File: src/hdl/tlt_pkg.sv
package tlt_pkg;

  // output field width, used by the port list
  localparam int unsigned FIELD_BITS = 16;

  // result records held between scanner and output
  localparam int unsigned QUEUE_DEPTH = 4;
  localparam int unsigned QCNT_BITS   = $clog2(QUEUE_DEPTH + 1);

  // most records one byte can raise
  localparam int unsigned MAX_RES = 3;

  // token kinds
  localparam logic [2:0] KIND_END     = 3'd0;
  localparam logic [2:0] KIND_SEMI    = 3'd1;
  localparam logic [2:0] KIND_STRING  = 3'd2;
  localparam logic [2:0] KIND_OFFSET  = 3'd3;
  localparam logic [2:0] KIND_IDENT   = 3'd4;
  localparam logic [2:0] KIND_TIME    = 3'd5;
  localparam logic [2:0] KIND_DATE    = 3'd6;
  localparam logic [2:0] KIND_UNKNOWN = 3'd7;

  // characters
  localparam logic [7:0] CH_NUL   = 8'h00;
  localparam logic [7:0] CH_TAB   = 8'h09;
  localparam logic [7:0] CH_LF    = 8'h0A;
  localparam logic [7:0] CH_CR    = 8'h0D;
  localparam logic [7:0] CH_SPACE = 8'h20;
  localparam logic [7:0] CH_QUOTE = 8'h22;
  localparam logic [7:0] CH_PLUS  = 8'h2B;
  localparam logic [7:0] CH_MINUS = 8'h2D;
  localparam logic [7:0] CH_DOT   = 8'h2E;
  localparam logic [7:0] CH_SLASH = 8'h2F;
  localparam logic [7:0] CH_COLON = 8'h3A;
  localparam logic [7:0] CH_SEMI  = 8'h3B;
  localparam logic [7:0] CH_UNDER = 8'h5F;

  typedef struct packed {
    logic [2:0]            kind;
    logic [FIELD_BITS-1:0] start;
    logic [FIELD_BITS-1:0] len;
    logic [FIELD_BITS-1:0] line;
    logic                  last;
  } token_rec_t;

  // records raised by one byte, rec[0] first
  typedef struct packed {
    token_rec_t [MAX_RES-1:0] rec;
    logic [1:0]               count;
  } scan_res_t;

  function automatic logic is_digit(input logic [7:0] b);
    return (b >= 8'h30) && (b <= 8'h39);
  endfunction

  function automatic logic is_letter(input logic [7:0] b);
    return ((b >= 8'h61) && (b <= 8'h7A)) || ((b >= 8'h41) && (b <= 8'h5A));
  endfunction

  function automatic logic is_blank(input logic [7:0] b);
    return (b == CH_SPACE) || (b == CH_TAB);
  endfunction

  function automatic logic is_eol(input logic [7:0] b);
    return (b == CH_CR) || (b == CH_LF);
  endfunction

endpackage

File: src/hdl/tlt_scan.sv
module tlt_scan #(
  parameter int unsigned POSITION_BITS = 16,
  parameter int unsigned ROW_BITS      = 16
) (
  input  logic                clk_i,
  input  logic                rst_ni,
  input  logic                accept_i,
  input  logic [7:0]          byte_i,
  output tlt_pkg::scan_res_t  res_o
);
  import tlt_pkg::*;

  localparam logic [3:0] MODE_IDLE        = 4'd0;
  localparam logic [3:0] MODE_SLASH       = 4'd1;
  localparam logic [3:0] MODE_COMMENT     = 4'd2;
  localparam logic [3:0] MODE_IDENT       = 4'd3;
  localparam logic [3:0] MODE_NUMBER      = 4'd4;
  localparam logic [3:0] MODE_STRING      = 4'd5;
  localparam logic [3:0] MODE_OFFSET      = 4'd6;
  localparam logic [3:0] MODE_OFS_SLASH   = 4'd7;
  localparam logic [3:0] MODE_OFS_COMMENT = 4'd8;

  localparam logic [POSITION_BITS-1:0] POS_ZERO = '0;
  localparam logic [ROW_BITS-1:0]      ROW_ONE  = ROW_BITS'(1);

  logic [3:0]               mode_q, mode_d;
  logic [POSITION_BITS-1:0] pos_q, pos_d;
  logic [ROW_BITS-1:0]      line_q, line_d;
  logic [POSITION_BITS-1:0] tstart_q, tstart_d;
  logic [ROW_BITS-1:0]      tline_q, tline_d;
  logic                     cr_q, cr_d;
  logic                     date_q, date_d;
  logic                     odig_q, odig_d;
  logic [POSITION_BITS-1:0] slash_q, slash_d;

  logic                     do_idle;
  logic                     end_seen;
  logic [1:0]               n_v;
  token_rec_t [MAX_RES-1:0] rec_v;

  function automatic logic [POSITION_BITS-1:0] sat_pos(input logic [POSITION_BITS-1:0] v);
    return (&v) ? v : v + POSITION_BITS'(1);
  endfunction

  function automatic logic [ROW_BITS-1:0] sat_row(input logic [ROW_BITS-1:0] v);
    return (&v) ? v : v + ROW_BITS'(1);
  endfunction

  function automatic logic [FIELD_BITS-1:0] clamp_pos(input logic [POSITION_BITS-1:0] v);
    logic [POSITION_BITS+FIELD_BITS-1:0] ext;
    ext = '0;
    ext[POSITION_BITS-1:0] = v;
    return (|ext[POSITION_BITS+FIELD_BITS-1:FIELD_BITS]) ? '1 : ext[FIELD_BITS-1:0];
  endfunction

  function automatic logic [FIELD_BITS-1:0] clamp_row(input logic [ROW_BITS-1:0] v);
    logic [ROW_BITS+FIELD_BITS-1:0] ext;
    ext = '0;
    ext[ROW_BITS-1:0] = v;
    return (|ext[ROW_BITS+FIELD_BITS-1:FIELD_BITS]) ? '1 : ext[FIELD_BITS-1:0];
  endfunction

  function automatic logic [FIELD_BITS-1:0] span(input logic [POSITION_BITS-1:0] from,
                                                 input logic [POSITION_BITS-1:0] upto);
    return clamp_pos((upto >= from) ? upto - from : POS_ZERO);
  endfunction

  function automatic token_rec_t make_rec(input logic [2:0]            kind,
                                          input logic [FIELD_BITS-1:0] start,
                                          input logic [FIELD_BITS-1:0] len,
                                          input logic [FIELD_BITS-1:0] line);
    token_rec_t r;
    r.kind  = kind;
    r.start = start;
    r.len   = len;
    r.line  = line;
    r.last  = 1'b0;
    return r;
  endfunction

  always_comb begin
    mode_d   = mode_q;
    pos_d    = pos_q;
    line_d   = line_q;
    tstart_d = tstart_q;
    tline_d  = tline_q;
    cr_d     = 1'b0;
    date_d   = date_q;
    odig_d   = odig_q;
    slash_d  = slash_q;
    do_idle  = 1'b0;
    end_seen = 1'b0;
    n_v      = 2'd0;
    rec_v    = '0;

    unique case (mode_q)
      MODE_SLASH: begin
        if (byte_i == CH_SLASH) begin
          mode_d = MODE_COMMENT;
        end else begin
          rec_v[n_v] = make_rec(KIND_UNKNOWN, clamp_pos(slash_q), '0, clamp_row(line_q));
          n_v = n_v + 2'd1;
          do_idle = 1'b1;
        end
      end
      MODE_COMMENT: begin
        if ((byte_i == CH_NUL) || is_eol(byte_i)) begin
          do_idle = 1'b1;
        end
      end
      MODE_IDENT: begin
        if (!(is_letter(byte_i) || is_digit(byte_i) || (byte_i == CH_UNDER))) begin
          rec_v[n_v] = make_rec(KIND_IDENT, clamp_pos(tstart_q), span(tstart_q, pos_q),
                                clamp_row(tline_q));
          n_v = n_v + 2'd1;
          do_idle = 1'b1;
        end
      end
      MODE_NUMBER: begin
        if ((byte_i == CH_MINUS) || (byte_i == CH_DOT)) begin
          date_d = 1'b1;
        end else if (!(is_digit(byte_i) || (byte_i == CH_COLON))) begin
          rec_v[n_v] = make_rec(date_q ? KIND_DATE : KIND_TIME, clamp_pos(tstart_q),
                                span(tstart_q, pos_q), clamp_row(tline_q));
          n_v = n_v + 2'd1;
          do_idle = 1'b1;
        end
      end
      MODE_STRING: begin
        if ((byte_i == CH_QUOTE) || (byte_i == CH_NUL)) begin
          rec_v[n_v] = make_rec(KIND_STRING, clamp_pos(tstart_q), span(tstart_q, pos_q),
                                clamp_row(tline_q));
          n_v = n_v + 2'd1;
          if (byte_i == CH_QUOTE) begin
            mode_d = MODE_IDLE;
          end else begin
            do_idle = 1'b1;
          end
        end
      end
      MODE_OFFSET: begin
        priority if (is_digit(byte_i)) begin
          odig_d = 1'b1;
        end else if (!odig_q && is_blank(byte_i)) begin
          mode_d = MODE_OFFSET;
        end else if (!odig_q && is_eol(byte_i)) begin
          if (!((byte_i == CH_LF) && cr_q)) begin
            cr_d   = (byte_i == CH_CR);
            line_d = sat_row(line_q);
          end
        end else if (!odig_q && (byte_i == CH_SLASH)) begin
          slash_d = pos_q;
          mode_d  = MODE_OFS_SLASH;
        end else begin
          rec_v[n_v] = make_rec(KIND_OFFSET, clamp_pos(tstart_q), span(tstart_q, pos_q),
                                clamp_row(tline_q));
          n_v = n_v + 2'd1;
          do_idle = 1'b1;
        end
      end
      MODE_OFS_SLASH: begin
        if (byte_i == CH_SLASH) begin
          mode_d = MODE_OFS_COMMENT;
        end else begin
          // offset closes at the slash, then the slash is an unknown token
          rec_v[n_v] = make_rec(KIND_OFFSET, clamp_pos(tstart_q), span(tstart_q, slash_q),
                                clamp_row(tline_q));
          n_v = n_v + 2'd1;
          rec_v[n_v] = make_rec(KIND_UNKNOWN, clamp_pos(slash_q), '0, clamp_row(line_q));
          n_v = n_v + 2'd1;
          do_idle = 1'b1;
        end
      end
      MODE_OFS_COMMENT: begin
        if (is_eol(byte_i)) begin
          if (!((byte_i == CH_LF) && cr_q)) begin
            cr_d   = (byte_i == CH_CR);
            line_d = sat_row(line_q);
          end
          mode_d = MODE_OFFSET;
        end else if (byte_i == CH_NUL) begin
          rec_v[n_v] = make_rec(KIND_OFFSET, clamp_pos(tstart_q), span(tstart_q, pos_q),
                                clamp_row(tline_q));
          n_v = n_v + 2'd1;
          do_idle = 1'b1;
        end
      end
      default: begin
        // idle, and any code without meaning
        do_idle = 1'b1;
      end
    endcase

    // byte handled as a fresh byte between tokens
    if (do_idle) begin
      mode_d = MODE_IDLE;
      priority if (byte_i == CH_NUL) begin
        rec_v[n_v] = make_rec(KIND_END, clamp_pos(pos_q), '0, clamp_row(line_q));
        n_v = n_v + 2'd1;
        end_seen = 1'b1;
      end else if (is_blank(byte_i)) begin
        mode_d = MODE_IDLE;
      end else if (is_eol(byte_i)) begin
        if (!((byte_i == CH_LF) && cr_q)) begin
          cr_d   = (byte_i == CH_CR);
          line_d = sat_row(line_q);
        end
      end else if (byte_i == CH_SLASH) begin
        slash_d = pos_q;
        mode_d  = MODE_SLASH;
      end else if (byte_i == CH_SEMI) begin
        rec_v[n_v] = make_rec(KIND_SEMI, clamp_pos(pos_q), '0, clamp_row(line_q));
        n_v = n_v + 2'd1;
      end else if (byte_i == CH_QUOTE) begin
        tstart_d = sat_pos(pos_q);
        tline_d  = line_q;
        mode_d   = MODE_STRING;
      end else if ((byte_i == CH_MINUS) || (byte_i == CH_PLUS)) begin
        tstart_d = pos_q;
        tline_d  = line_q;
        odig_d   = 1'b0;
        mode_d   = MODE_OFFSET;
      end else if (is_letter(byte_i)) begin
        tstart_d = pos_q;
        tline_d  = line_q;
        mode_d   = MODE_IDENT;
      end else if (is_digit(byte_i)) begin
        tstart_d = pos_q;
        tline_d  = line_q;
        date_d   = 1'b0;
        mode_d   = MODE_NUMBER;
      end else begin
        rec_v[n_v] = make_rec(KIND_UNKNOWN, clamp_pos(pos_q), '0, clamp_row(line_q));
        n_v = n_v + 2'd1;
      end
    end

    // end of text returns everything to the reset values
    if (end_seen) begin
      mode_d   = MODE_IDLE;
      pos_d    = POS_ZERO;
      line_d   = ROW_ONE;
      tstart_d = POS_ZERO;
      tline_d  = ROW_ONE;
      cr_d     = 1'b0;
      date_d   = 1'b0;
      odig_d   = 1'b0;
      slash_d  = POS_ZERO;
    end else begin
      pos_d = sat_pos(pos_q);
    end

    if (n_v != 2'd0) begin
      rec_v[n_v - 2'd1].last = 1'b1;
    end
  end

  assign res_o.rec   = rec_v;
  assign res_o.count = n_v;

  always_ff @(posedge clk_i or negedge rst_ni) begin
    if (!rst_ni) begin
      mode_q   <= MODE_IDLE;
      pos_q    <= POS_ZERO;
      line_q   <= ROW_ONE;
      tstart_q <= POS_ZERO;
      tline_q  <= ROW_ONE;
      cr_q     <= 1'b0;
      date_q   <= 1'b0;
      odig_q   <= 1'b0;
      slash_q  <= POS_ZERO;
    end else if (accept_i) begin
      mode_q   <= mode_d;
      pos_q    <= pos_d;
      line_q   <= line_d;
      tstart_q <= tstart_d;
      tline_q  <= tline_d;
      cr_q     <= cr_d;
      date_q   <= date_d;
      odig_q   <= odig_d;
      slash_q  <= slash_d;
    end
  end

  a_end_restarts: assert property (@(posedge clk_i) disable iff (!rst_ni)
    (accept_i && (byte_i == CH_NUL)) |=>
      ((mode_q == MODE_IDLE) && (pos_q == POS_ZERO) && (line_q == ROW_ONE)))
    else $error("end of text did not restart the scanner");

  a_end_emits: assert property (@(posedge clk_i) disable iff (!rst_ni)
    (byte_i == CH_NUL) |-> (n_v != 2'd0))
    else $error("end of text raised no token");

  a_line_nonzero: assert property (@(posedge clk_i) disable iff (!rst_ni)
    (line_q != '0) && (tline_q != '0))
    else $error("line counter reached zero");

endmodule

File: src/hdl/tlt_rqueue.sv
module tlt_rqueue (
  input  logic                clk_i,
  input  logic                rst_ni,
  input  logic                push_i,
  input  tlt_pkg::scan_res_t  res_i,
  input  logic                pop_i,
  output logic                valid_o,
  output logic                room_o,
  output tlt_pkg::token_rec_t head_o
);
  import tlt_pkg::*;

  token_rec_t [QUEUE_DEPTH-1:0] q_q, q_d;
  logic [QCNT_BITS-1:0]         count_q, count_d;
  logic [QCNT_BITS-1:0]         avail;
  logic [QCNT_BITS-1:0]         n_push;
  logic [QCNT_BITS-1:0]         src;
  logic [QCNT_BITS-1:0]         k;

  // what survives the pop, plus the records of the byte taken
  assign avail   = count_q - QCNT_BITS'(pop_i);
  assign n_push  = push_i ? QCNT_BITS'(res_i.count) : '0;
  assign count_d = avail + n_push;

  always_comb begin
    q_d = q_q;
    src = '0;
    k   = '0;
    for (int j = 0; j < QUEUE_DEPTH; j++) begin
      src = QCNT_BITS'(j) + QCNT_BITS'(pop_i);
      k   = QCNT_BITS'(j) - avail;
      if (QCNT_BITS'(j) < avail) begin
        q_d[j] = q_q[src[1:0]];
      end else if (k < n_push) begin
        q_d[j] = res_i.rec[k[1:0]];
      end
    end
  end

  always_ff @(posedge clk_i) begin
    q_q <= q_d;
  end

  always_ff @(posedge clk_i or negedge rst_ni) begin
    if (!rst_ni) begin
      count_q <= '0;
    end else begin
      count_q <= count_d;
    end
  end

  // room for the most records one byte can raise
  assign room_o  = (count_q <= QCNT_BITS'(QUEUE_DEPTH - MAX_RES));
  assign valid_o = (count_q != '0);
  assign head_o  = q_q[0];

  a_no_overflow: assert property (@(posedge clk_i) disable iff (!rst_ni)
    push_i |-> ((4'(count_q) + 4'(res_i.count)) <= 4'(QUEUE_DEPTH)))
    else $error("result queue overflow");

  a_pop_nonempty: assert property (@(posedge clk_i) disable iff (!rst_ni)
    pop_i |-> (count_q != '0))
    else $error("pop from empty result queue");

  a_drain: assert property (@(posedge clk_i) disable iff (!rst_ni)
    (pop_i && !push_i) |=> (count_q == $past(count_q) - QCNT_BITS'(1)))
    else $error("result queue count lost track");

endmodule

File: src/hdl/time_log_tokenizer_unit.sv
// Time log tokenizer.
// Input channel: one text byte per word on text_byte_i, qualified by
// in_valid_i; the unit holds it off with in_stall_o. Byte 0 ends the text.
// Output channel: one token record per word (kind, start position, length,
// starting line, last_of_run), qualified by out_valid_o and held by the
// receiver through out_stall_i. last_of_run marks the final record that a
// byte produced; a byte may give zero, one, two or three records.
// A record enters the registered result queue when its byte is taken and
// reaches the output once the records ahead of it have gone. Throughput:
// one byte per cycle while bytes give at most one record each and the
// receiver keeps up. Records beyond that pile up, so the input stalls until
// the four-entry result queue drains to at most one record (depth minus MAX_RES).
// A stalled receiver leaves the queued records in place; the input then
// stalls once more than one record waits.
// Reset: position 0, line 1, scanner idle, queue empty. No clearing pass.
// Byte 0 also returns the scanner to these values after its end record.
module time_log_tokenizer_unit #(
  parameter int unsigned POSITION_BITS = 16,
  parameter int unsigned ROW_BITS      = 16
) (
  input  logic                             clk_i,
  input  logic                             rst_ni,
  input  logic                             in_valid_i,
  output logic                             in_stall_o,
  input  logic [7:0]                       text_byte_i,
  output logic                             out_valid_o,
  input  logic                             out_stall_i,
  output logic [2:0]                       token_kind_o,
  output logic [tlt_pkg::FIELD_BITS-1:0]   start_position_o,
  output logic [tlt_pkg::FIELD_BITS-1:0]   text_length_o,
  output logic [tlt_pkg::FIELD_BITS-1:0]   line_number_o,
  output logic                             last_of_run_o
);
  import tlt_pkg::*;

  logic       in_accept;
  logic       out_pop;
  logic       room;
  scan_res_t  scan_res;
  token_rec_t head;

  // a byte is taken only when the queue can hold all it may raise
  assign in_stall_o = !room;
  assign in_accept  = in_valid_i && room;
  assign out_pop    = out_valid_o && !out_stall_i;

  tlt_scan #(
    .POSITION_BITS(POSITION_BITS),
    .ROW_BITS     (ROW_BITS)
  ) u_scan (
    .clk_i   (clk_i),
    .rst_ni  (rst_ni),
    .accept_i(in_accept),
    .byte_i  (text_byte_i),
    .res_o   (scan_res)
  );

  // registered result queue, head drives the output word
  tlt_rqueue u_rqueue (
    .clk_i  (clk_i),
    .rst_ni (rst_ni),
    .push_i (in_accept),
    .res_i  (scan_res),
    .pop_i  (out_pop),
    .valid_o(out_valid_o),
    .room_o (room),
    .head_o (head)
  );

  assign token_kind_o     = head.kind;
  assign start_position_o = head.start;
  assign text_length_o    = head.len;
  assign line_number_o    = head.line;
  assign last_of_run_o    = head.last;

endmodule

File: config.mk
export PLATFORM = sky130hd
export DESIGN_NAME = time_log_tokenizer_unit
export DESIGN_NICKNAME = d
export VERILOG_FILES = /design/src/hdl/tlt_pkg.sv /design/src/hdl/tlt_scan.sv /design/src/hdl/tlt_rqueue.sv /design/src/hdl/time_log_tokenizer_unit.sv
export SDC_FILE = /design/constraint.sdc
export NUM_CORES = 1
export LEC_CHECK = 0
export BUFFER_PORTS_ARGS = -buffer_cell sky130_fd_sc_hd__buf_2
export CAP_MARGIN = 10
export CORE_ASPECT_RATIO = 1.2
export CORE_MARGIN = 3
export CORE_UTILIZATION = 35
export CTS_CLUSTER_DIAMETER = 60
export DETAILED_ROUTE_END_ITERATION = 12
export PLACE_DENSITY_LB_ADDON = 0.25
export RECOVER_POWER = 100
export SYNTH_ARGS = -nofsm -noshare
export SYNTH_HDL_FRONTEND = slang
export SYNTH_SLANG_ARGS = --single-unit
File: constraint.sdc
create_clock -name clk_i -period 8.5 [get_ports clk_i]
set_input_delay 1.7 -clock clk_i [delete_from_list [all_inputs] [get_ports clk_i]]
set_output_delay 1.7 -clock clk_i [all_outputs]
set_load 0.02 [all_outputs]
==> Word level (Yosys, flattened, before mapping) <==
Cells that the tools add are included.
{ "op_classes": {"n_addsub": 15, "mux": 204, "reduce_logical": 40, "n_lt_le_gt_ge": 29, "n_eq_ne": 34} }
{ "op_table": {"columns": ["operator", "n"], "rows": [
  ["$mux 156", 11],
  ["$mux 52", 27],
  ["$mux 16", 49],
  ["$bmux 52 s2", 7],
  ["$bwmux 156", 4],
  ["$pmux 52 s7", 1],
  ["$demux 52 s2", 2],
  ["$mux 51", 3],
  ["$mux 104", 1],
  ["$mux 4", 19],
  ["$eq 8x6->1 const B", 8],
  ["$mux 1", 56],
  ["$mux 2", 18],
  ["$add 16x1->16 const B", 2],
  ["$ge 16x16->1", 2],
  ["$pmux 16 s2", 1],
  ["$reduce_and 16->1", 2],
  ["$sub 16x16->16", 2],
  ["$lt 2x3->1 const B", 9],
  ["$eq 8x4->1 const B", 3],
  ["$ne 4x1->1 const B", 5],
  ["$pmux 4 s5", 1],
  ["$eq 4x3->1 const B", 4],
  ["$ge 8x7->1 const B", 2],
  ["other kinds (42)", 83]
]} }
{ "word_totals": {"word_cells": 352, "regBits": 298, "output_inout_bits": 54} }

==> Logic depth before layout (Yosys ltp) <==
{ "depth": {"depth_word": 29, "depth_mapped": 23} }

==> Cells and area by module <==
A second synthesis with hierarchy kept.
{ "hier_totals": {"hier_cells": 2219, "hier_area_um2": 21919.8} }
{ "modules_own_cells": {"columns": ["mod", "instances", "cells_each", "seq_area_each_um2", "area_per_inst_um2"], "rows": [
  ["tlt_rqueue", 1, 1084, 6321.1, 13320.3],
  ["tlt_scan", 1, 1132, 2179.6, 8575.7],
  ["time_log_tokenizer_unit", 1, 3, 0.0, 23.8]
]} }

==> Worst setup path after synthesis <==
No wires, ideal clock.
{ "synth_timing": {"path_type": "input to register", "start": "input port out_stall_i", "end": "register u_rqueue.q_q[104] in the netlist's numbering (enable)", "required_ns": 7.966, "path_slack_ns": -0.581, "path_buffers": 6, "path_stages": 16, "arrival_time_ns": 8.548, "path_cell_list": "nand2b_1 > clkbuf_1 > inv_2 > buf_1 > clkbuf_1 > ha_1 > ha_1 > xor2_1 > inv_1 > clkbuf_1 > buf_1 > ha_1 > clkbuf_1 > inv_1 > nand2_1 > o21ai_0"} }
{ "synth_between": {"elab_chain_cells": 6, "word_cells_on_any_way": 7, "cone_classes": "2 x add/sub; 2 x order compare; 3 x reduce/logical"} }
{ "synth_lines": {"columns": ["element", "line", "text"], "rows": [
  ["from (decl)", "time_log_tokenizer_unit.sv:27", "input logic out_stall_i,"],
  ["$logic_not 1->1 (*)", "time_log_tokenizer_unit.sv:45", "assign out_pop = out_valid_o && !out_stall_i;"],
  ["$logic_and 1x1->1 (*)", "time_log_tokenizer_unit.sv:45", null],
  ["$sub 3x1->3 (*)", "tlt_rqueue.sv:21", "assign avail = count_q - QCNT_BITS'(pop_i);"],
  ["$sub 2x3->3", "tlt_rqueue.sv:31", "k = QCNT_BITS'(j) - avail;"],
  ["$lt 3x3->1", "tlt_rqueue.sv:34", "end else if (k < n_push) begin"],
  ["$reduce_bool 2->1 (no line) (*)", null, null],
  ["to (signal assigned)", "tlt_rqueue.sv:41", "q_q <= q_d;"],
  ["to (decl)", "tlt_rqueue.sv:13", "token_rec_t [QUEUE_DEPTH-1:0] q_q, q_d;"]
]} }
Every way passes the cells marked *; elsewhere a longest branch is shown, timed or not.
A chain may end at the register's enable or synchronous reset.

==> Worst setup path after layout <==
{ "layout_timing": {"start": "input port text_byte_i[1]", "end": "register u_rqueue.q_q[186] in the netlist's numbering (enable)"} }
{ "layout_between": {"elab_chain_cells": 21, "word_cells_on_any_way": 76, "cone_classes": "1 x add/sub; 7 x order compare; 12 x eq/ne; 38 x mux; 18 x reduce/logical"} }
{ "layout_lines": {"columns": ["element", "line", "text"], "rows": [
  ["from (decl)", "time_log_tokenizer_unit.sv:25", "input logic [7:0] text_byte_i,"],
  ["$ge 8x7->1 (tied with other cells)", "tlt_pkg.sv:57", "return ((b >= 8'h61) && (b <= 8'h7A)) || ((b >= 8'h41) && (b <= 8'h5A));"],
  ["$logic_and 1x1->1 (tied with other cells)", "tlt_pkg.sv:57", null],
  ["$logic_or 1x1->1 (tied with other cells)", "tlt_pkg.sv:57", null],
  ["$logic_or 1x1->1 or $mux 2 (tied branches)", "tlt_scan.sv:112, tlt_scan.sv:146", null],
  ["$logic_or 1x1->1 or $mux 2 (tied branches)", "tlt_scan.sv:112, tlt_scan.sv:144", null],
  ["$mux 1 or $mux 2 (tied branches)", "tlt_scan.sv:112, tlt_scan.sv:142", null],
  ["$pmux 2 s7", "tlt_scan.sv:96", "unique case (mode_q)"],
  ["$add 2x1->2", "tlt_scan.sv:199, tlt_scan.sv:213, tlt_scan.sv:234", null],
  ["(+5 left out)", null, null],
  ["$mux 2", "tlt_scan.sv:208", "end else if (byte_i == CH_SLASH) begin"],
  ["$mux 2", "tlt_scan.sv:203", "end else if (is_eol(byte_i)) begin"],
  ["$mux 2", "tlt_scan.sv:201", "end else if (is_blank(byte_i)) begin"],
  ["$mux 2", "tlt_scan.sv:197", "priority if (byte_i == CH_NUL) begin"],
  ["$mux 2 (*)", "tlt_scan.sv:195", "if (do_idle) begin"],
  ["$mux 2 (*)", "tlt_rqueue.sv:22", "assign n_push = push_i ? QCNT_BITS'(res_i.count) : '0;"],
  ["$lt 3x3->1 (*)", "tlt_rqueue.sv:34", null],
  ["$reduce_bool 2->1 (no line) (*)", null, null]
]} }
Marks and branches as above.

==> metrics list <==
* Die span in x: 224 µm
- The number of global-route vias before repair was about 17,000.
- The synthesized design contains around 300 register bits.
- Core outline area: between 50,000 and 60,000 µm²
* Final number of setup-violating endpoints: 0
* Depth of the CTS H-tree: 2
- TritonCTS built the clock tree.
* Global-route usage over all layers: a little under a quarter
* Violations in the final reports: capacitance limit, slew limit
- Per report_power, the combinational group accounts for a little under three fifths of the total.
- Origin of the critical flop-to-flop path: u_rqueue.count_q[2]
- By area, the combinational part of the netlist is dominated by compound AO/OA/AOI/OAI gates.
- In this run the deepest clock path goes through 3 buffers.
- Worst EP arrival: 7350 ps
- FF-to-FF path depth: 14
* Reported max-cap violation count: 4
- Registers are responsible for approximately 30% of the overall power.
- Adder-cell share of the synthesized area: between 3 and 4%
- The slowest stage of the critical path is the sky130_fd_sc_hd__o21ai_1 cell.
- The max-slew violation count was 125.
* Synthesized instance count: approximately 2,200
- Clock-pin slew reported for the worst setup and hold paths after clock tree synthesis: 60 ps
* Share of layout cells above drive strength 1: a little under 7%
* Startpoint kind of the worst setup timing path: input pin
- Effective utilization at floorplan: 35.5%
* Top post-synthesis cells by area: sky130_fd_sc_hd__edfxtp_1 (31%), sky130_fd_sc_hd__dfrtp_1 (11%), sky130_fd_sc_hd__nand2_1 (6.3%), sky130_fd_sc_hd__o21ai_0 (4.0%), sky130_fd_sc_hd__a21oi_1 (3.7%)
- Slew @ Worst Pin: approximately 3800 ps
* Wire length per cell after detailed routing: around 25 µm
- After detailed routing, the number of remaining DRC violations is 0.
- First-pass iteration count of the detailed router: 8
* R2R Path End: u_rqueue.q_q[151]
* Avg Synthesized Cell Area: between 9 and 10 µm²
- Weighted congestion reported at the end of routability-driven placement: ~0.92
- Top flip-flop cell by instance count after synthesis: sky130_fd_sc_hd__edfxtp_1
* Mux share of post-synthesis cell area: 2.96%
- Of all nets on the critical path, the largest fanout is 39.
- Leakage power summed over all cells: 8.14 nW
- Antenna cell count: 0
* Cell at the root of the clock tree: sky130_fd_sc_hd__clkbuf_16
- The startpoint identified for the worst hold timing path is u_scan.tline_q[11].
* Clock sinks: 298
- The die covers around 60,000 µm².
* Resized cells post-CTS: 0
* Run status: finished with violations
- The clock period could shrink to ~7100 ps.
- Antenna violations before repair: 1
- For hold timing, the worst endpoint is u_scan.tline_q[11].
* Maximum clock rate: around 0.14 GHz
- XOR/XNOR share of the synthesized area: around 1.9%
* DRT Wirelength: just over 70,000 µm
- Warning count from the yosys run: 0
- Worst setup path category: input pin to flip-flop
* Relative contribution of the clock network to total power: 15.0%
- Layout fillers: roughly 5,700
- Slowest Stage Delay on Critical Path: ~1300 ps
* Area growth from synthesis to final layout: 7.48%
* Placement Rows: 95
- Non-filler cells, final: approximately 2,900
- STA puts the critical path data required time at between 8000 and 9000 ps.
* Cell chain of the critical path: clkbuf_1 -> or2_2 -> a21oi_1 -> nor3_1 -> a41oi_1 -> nand2_1 -> nor2_1 -> ha_1 -> o31ai_1 -> a21oi_1 -> nand2_1 -> ha_1 -> nor2_1 -> o21ai_1 -> buf_12
- Synthesized area: 20,000 µm²
- Share of synthesized cell area in and, or, nand and nor gates: 15.9%
- The library cell used most frequently in the layout, excluding fill and tap cells, is sky130_fd_sc_hd__nand2_1.
- In the post-route analysis, the smallest setup slack over all paths is about 1400 ps.
* Share of the cycle needed by the critical path after routing: between 80% and 90%
- Across all register-to-register paths, the minimum setup slack is 2070 ps.
* Worst min path class: flip-flop to flip-flop
- Power per unit of standard cell area: ~470 nW/µm²
- The final count of hold timing violations came to 0.
- Setup tns final: 0 ps
- The synthesized netlist devotes between 20 and 30% of its cell area to compound gates.
- Pre-CTS setup slack: approximately 1600 ps
- Along the worst hold path, the cell count comes to 2.
* Number of nets at the end of the flow: 2,200
- Detailed placement ended at an HPWL of between 40,000 and 50,000 µm.
- Net switching share of the total power: between 40% and 50%
- Net Sw Power: between 5 and 6 mW
- Quantity of I/O buffers inserted on ports: 65
* Largest net degree at the start of global routing: 67
* GRT overflow: 0
- The top cell types in the final layout, fill and taps aside, are sky130_fd_sc_hd__nand2_1 (336), sky130_fd_sc_hd__edfxtp_1 (208), sky130_fd_sc_hd__nor2_1 (171).
- CTS Buf Count: 36
- # IOs: 66
- Vias after detailed routing: roughly 18,000
- Setup repair after global routing missed its margin: false
- Hold repair after CTS inserted 0 buffers.
- In this run the biggest area consumer among cell types represents a little under a third of the synthesized area.
- The clock arrives with around 17 ps of skew.
- Synthesis produced a netlist with a net count of around 2,300.
- IR analysis of the VDD net gives a maximum drop of 0.377 mV.
* Sequential-to-total area share from yosys stat: between 40% and 50%
- Clock latency on the worst-skew pair, taken at its later pin, is about 540 ps.
- Post-CTS setup repair buffer count: 0
- In the routed layout, each cell is associated on average with a via count of 6.27.
* First-pass GRT wire length: approximately 110,000 µm
* Distinct cells, synth: 94
* Placed Cells: 2,824
- Fraction of registers with async set or reset after synthesis: 30.2%
- EDFF count, synth: approximately 210
- Die span in y: ~270 µm
* Antenna-violating nets left: 0
* Crit path capture type: flip-flop
- Max-slew headroom: -154%
- For this block, the initial DRC count from the detailed router was between 2,000 and 2,500.
- The biggest area contributor in the post-synthesis netlist is sky130_fd_sc_hd__edfxtp_1.
- The internal power of the cells totals 5.18 mW.
[power groups by stage]
stage / Clock, mW / Combinational (mW) / Sequential [mW]
3_5_place_dp: 0 / 5.62 / 3.07
5_1_grt: 1.62 / 6.03 / 3.13
2_1_floorplan: 0 / 3.96 / 2.91
6_report: 1.53 / 5.62 / 3.07
4_1_cts: 1.56 / 5.64 / 3.06
3_3_place_gp: 0 / 5.58 / 3.07
[critical path: cells and delay by family]
family | cells | cell delay, ps
compound gates | 5 | 2880
fa+ha+maj | 2 | 580
buf+inv | 2 | 660
simple gates | 6 | 1470
[stage by stage]
step | util, % | total power, mW | hold slack (ps) | instance area, µm²
floorplan | - | 6.87 | 435 | 20000
global placement | 36.7 | 8.65 | 482 | 20700
detailed placement | 36.7 | 8.70 | 477 | 20700
CTS | 38.7 | 10.3 | 494 | 21800
global route | 38.2 | 10.8 | 503 | 21500
finish | 38.2 | 10.2 | 485 | 21500
[worst max-delay path by stage]
stage                         from             endpoint  slack, ps
finish              text_byte_i[1]    u_rqueue.q_q[186]       1350
global route        text_byte_i[1]    u_rqueue.q_q[196]        890
CTS                 text_byte_i[1]  u_rqueue.head_o[28]       2180
detailed placement  text_byte_i[1]  u_rqueue.head_o[28]       1640
global placement    text_byte_i[1]  u_rqueue.head_o[29]       1710
floorplan              out_stall_i    u_rqueue.q_q[104]        820
[cell type report]
cell class	count	area (µm²)	share of cell area (%)
multi-input cells	1633	10100	47.0
clock buffers	43	991	4.60
repair buffers	115	638	2.96
inverters	51	194	0.901
clock inverters	22	165	0.767
well taps	727	910	4.23
flip-flops and latches	298	8500	39.5
[flip-flops by register name, indices dropped and copies added (netlist names), 3 cells and up]
name / flops
u_scan.tstart_q: 16
u_rqueue.head_o: 52
u_scan.tline_q: 16
u_rqueue.q_q: 156
u_scan.line_q: 16
u_scan.pos_q: 16
u_scan.mode_q: 4
u_scan.slash_q: 16
u_rqueue.count_q: 3
[Yosys cell counts (all sizes together) (9+ instances only)]
cell type	instances
a21o	41
a21oi	150
a221o	28
a221oi	32
a22o	47
a22oi	44
a2bb2oi	13
a31oi	40
a32oi	22
and2	10
and3	17
buf	81
clkbuf	148
dfrtp	88
edfxtp	208
ha	50
inv	51
mux2i	57
nand2	337
nand2b	11
nand3	50
nand4	17
nor2	176
nor2b	13
nor3	28
nor3b	11
o211ai	12
o21a	11
o21ai	165
o221ai	10
o22ai	43
o31ai	36
or3	9
xnor2	29
xor2	14
[routing by layer]
| layer | up-vias | track usage (%) | wire length, µm | part of all wire (%) |
|---|---|---|---|---|
| met2 | 951 | 36.8 | 32700 | 45 |
| li1 | 8107 | - | - | - |
| met3 | 166 | 3.90 | 6280 | 8.7 |
| met4 | 0 | 8.18 | 2360 | 3.3 |
| met1 | 8882 | 32.1 | 30600 | 43 |
| met5 | - | 0 | 0 | 0 |
[cell families (layout without fill, tap and decap cells)]
kind of cell | after synthesis | count (layout)
flops | 298 | 298
compound gates | 766 | 766
mux | 59 | 59
buf+inv | 280 | 231
xor+xnor | 43 | 43
simple gates | 711 | 711
fa+ha+maj | 54 | 54
No activity file was read; power rests on OpenSTA's default activity.
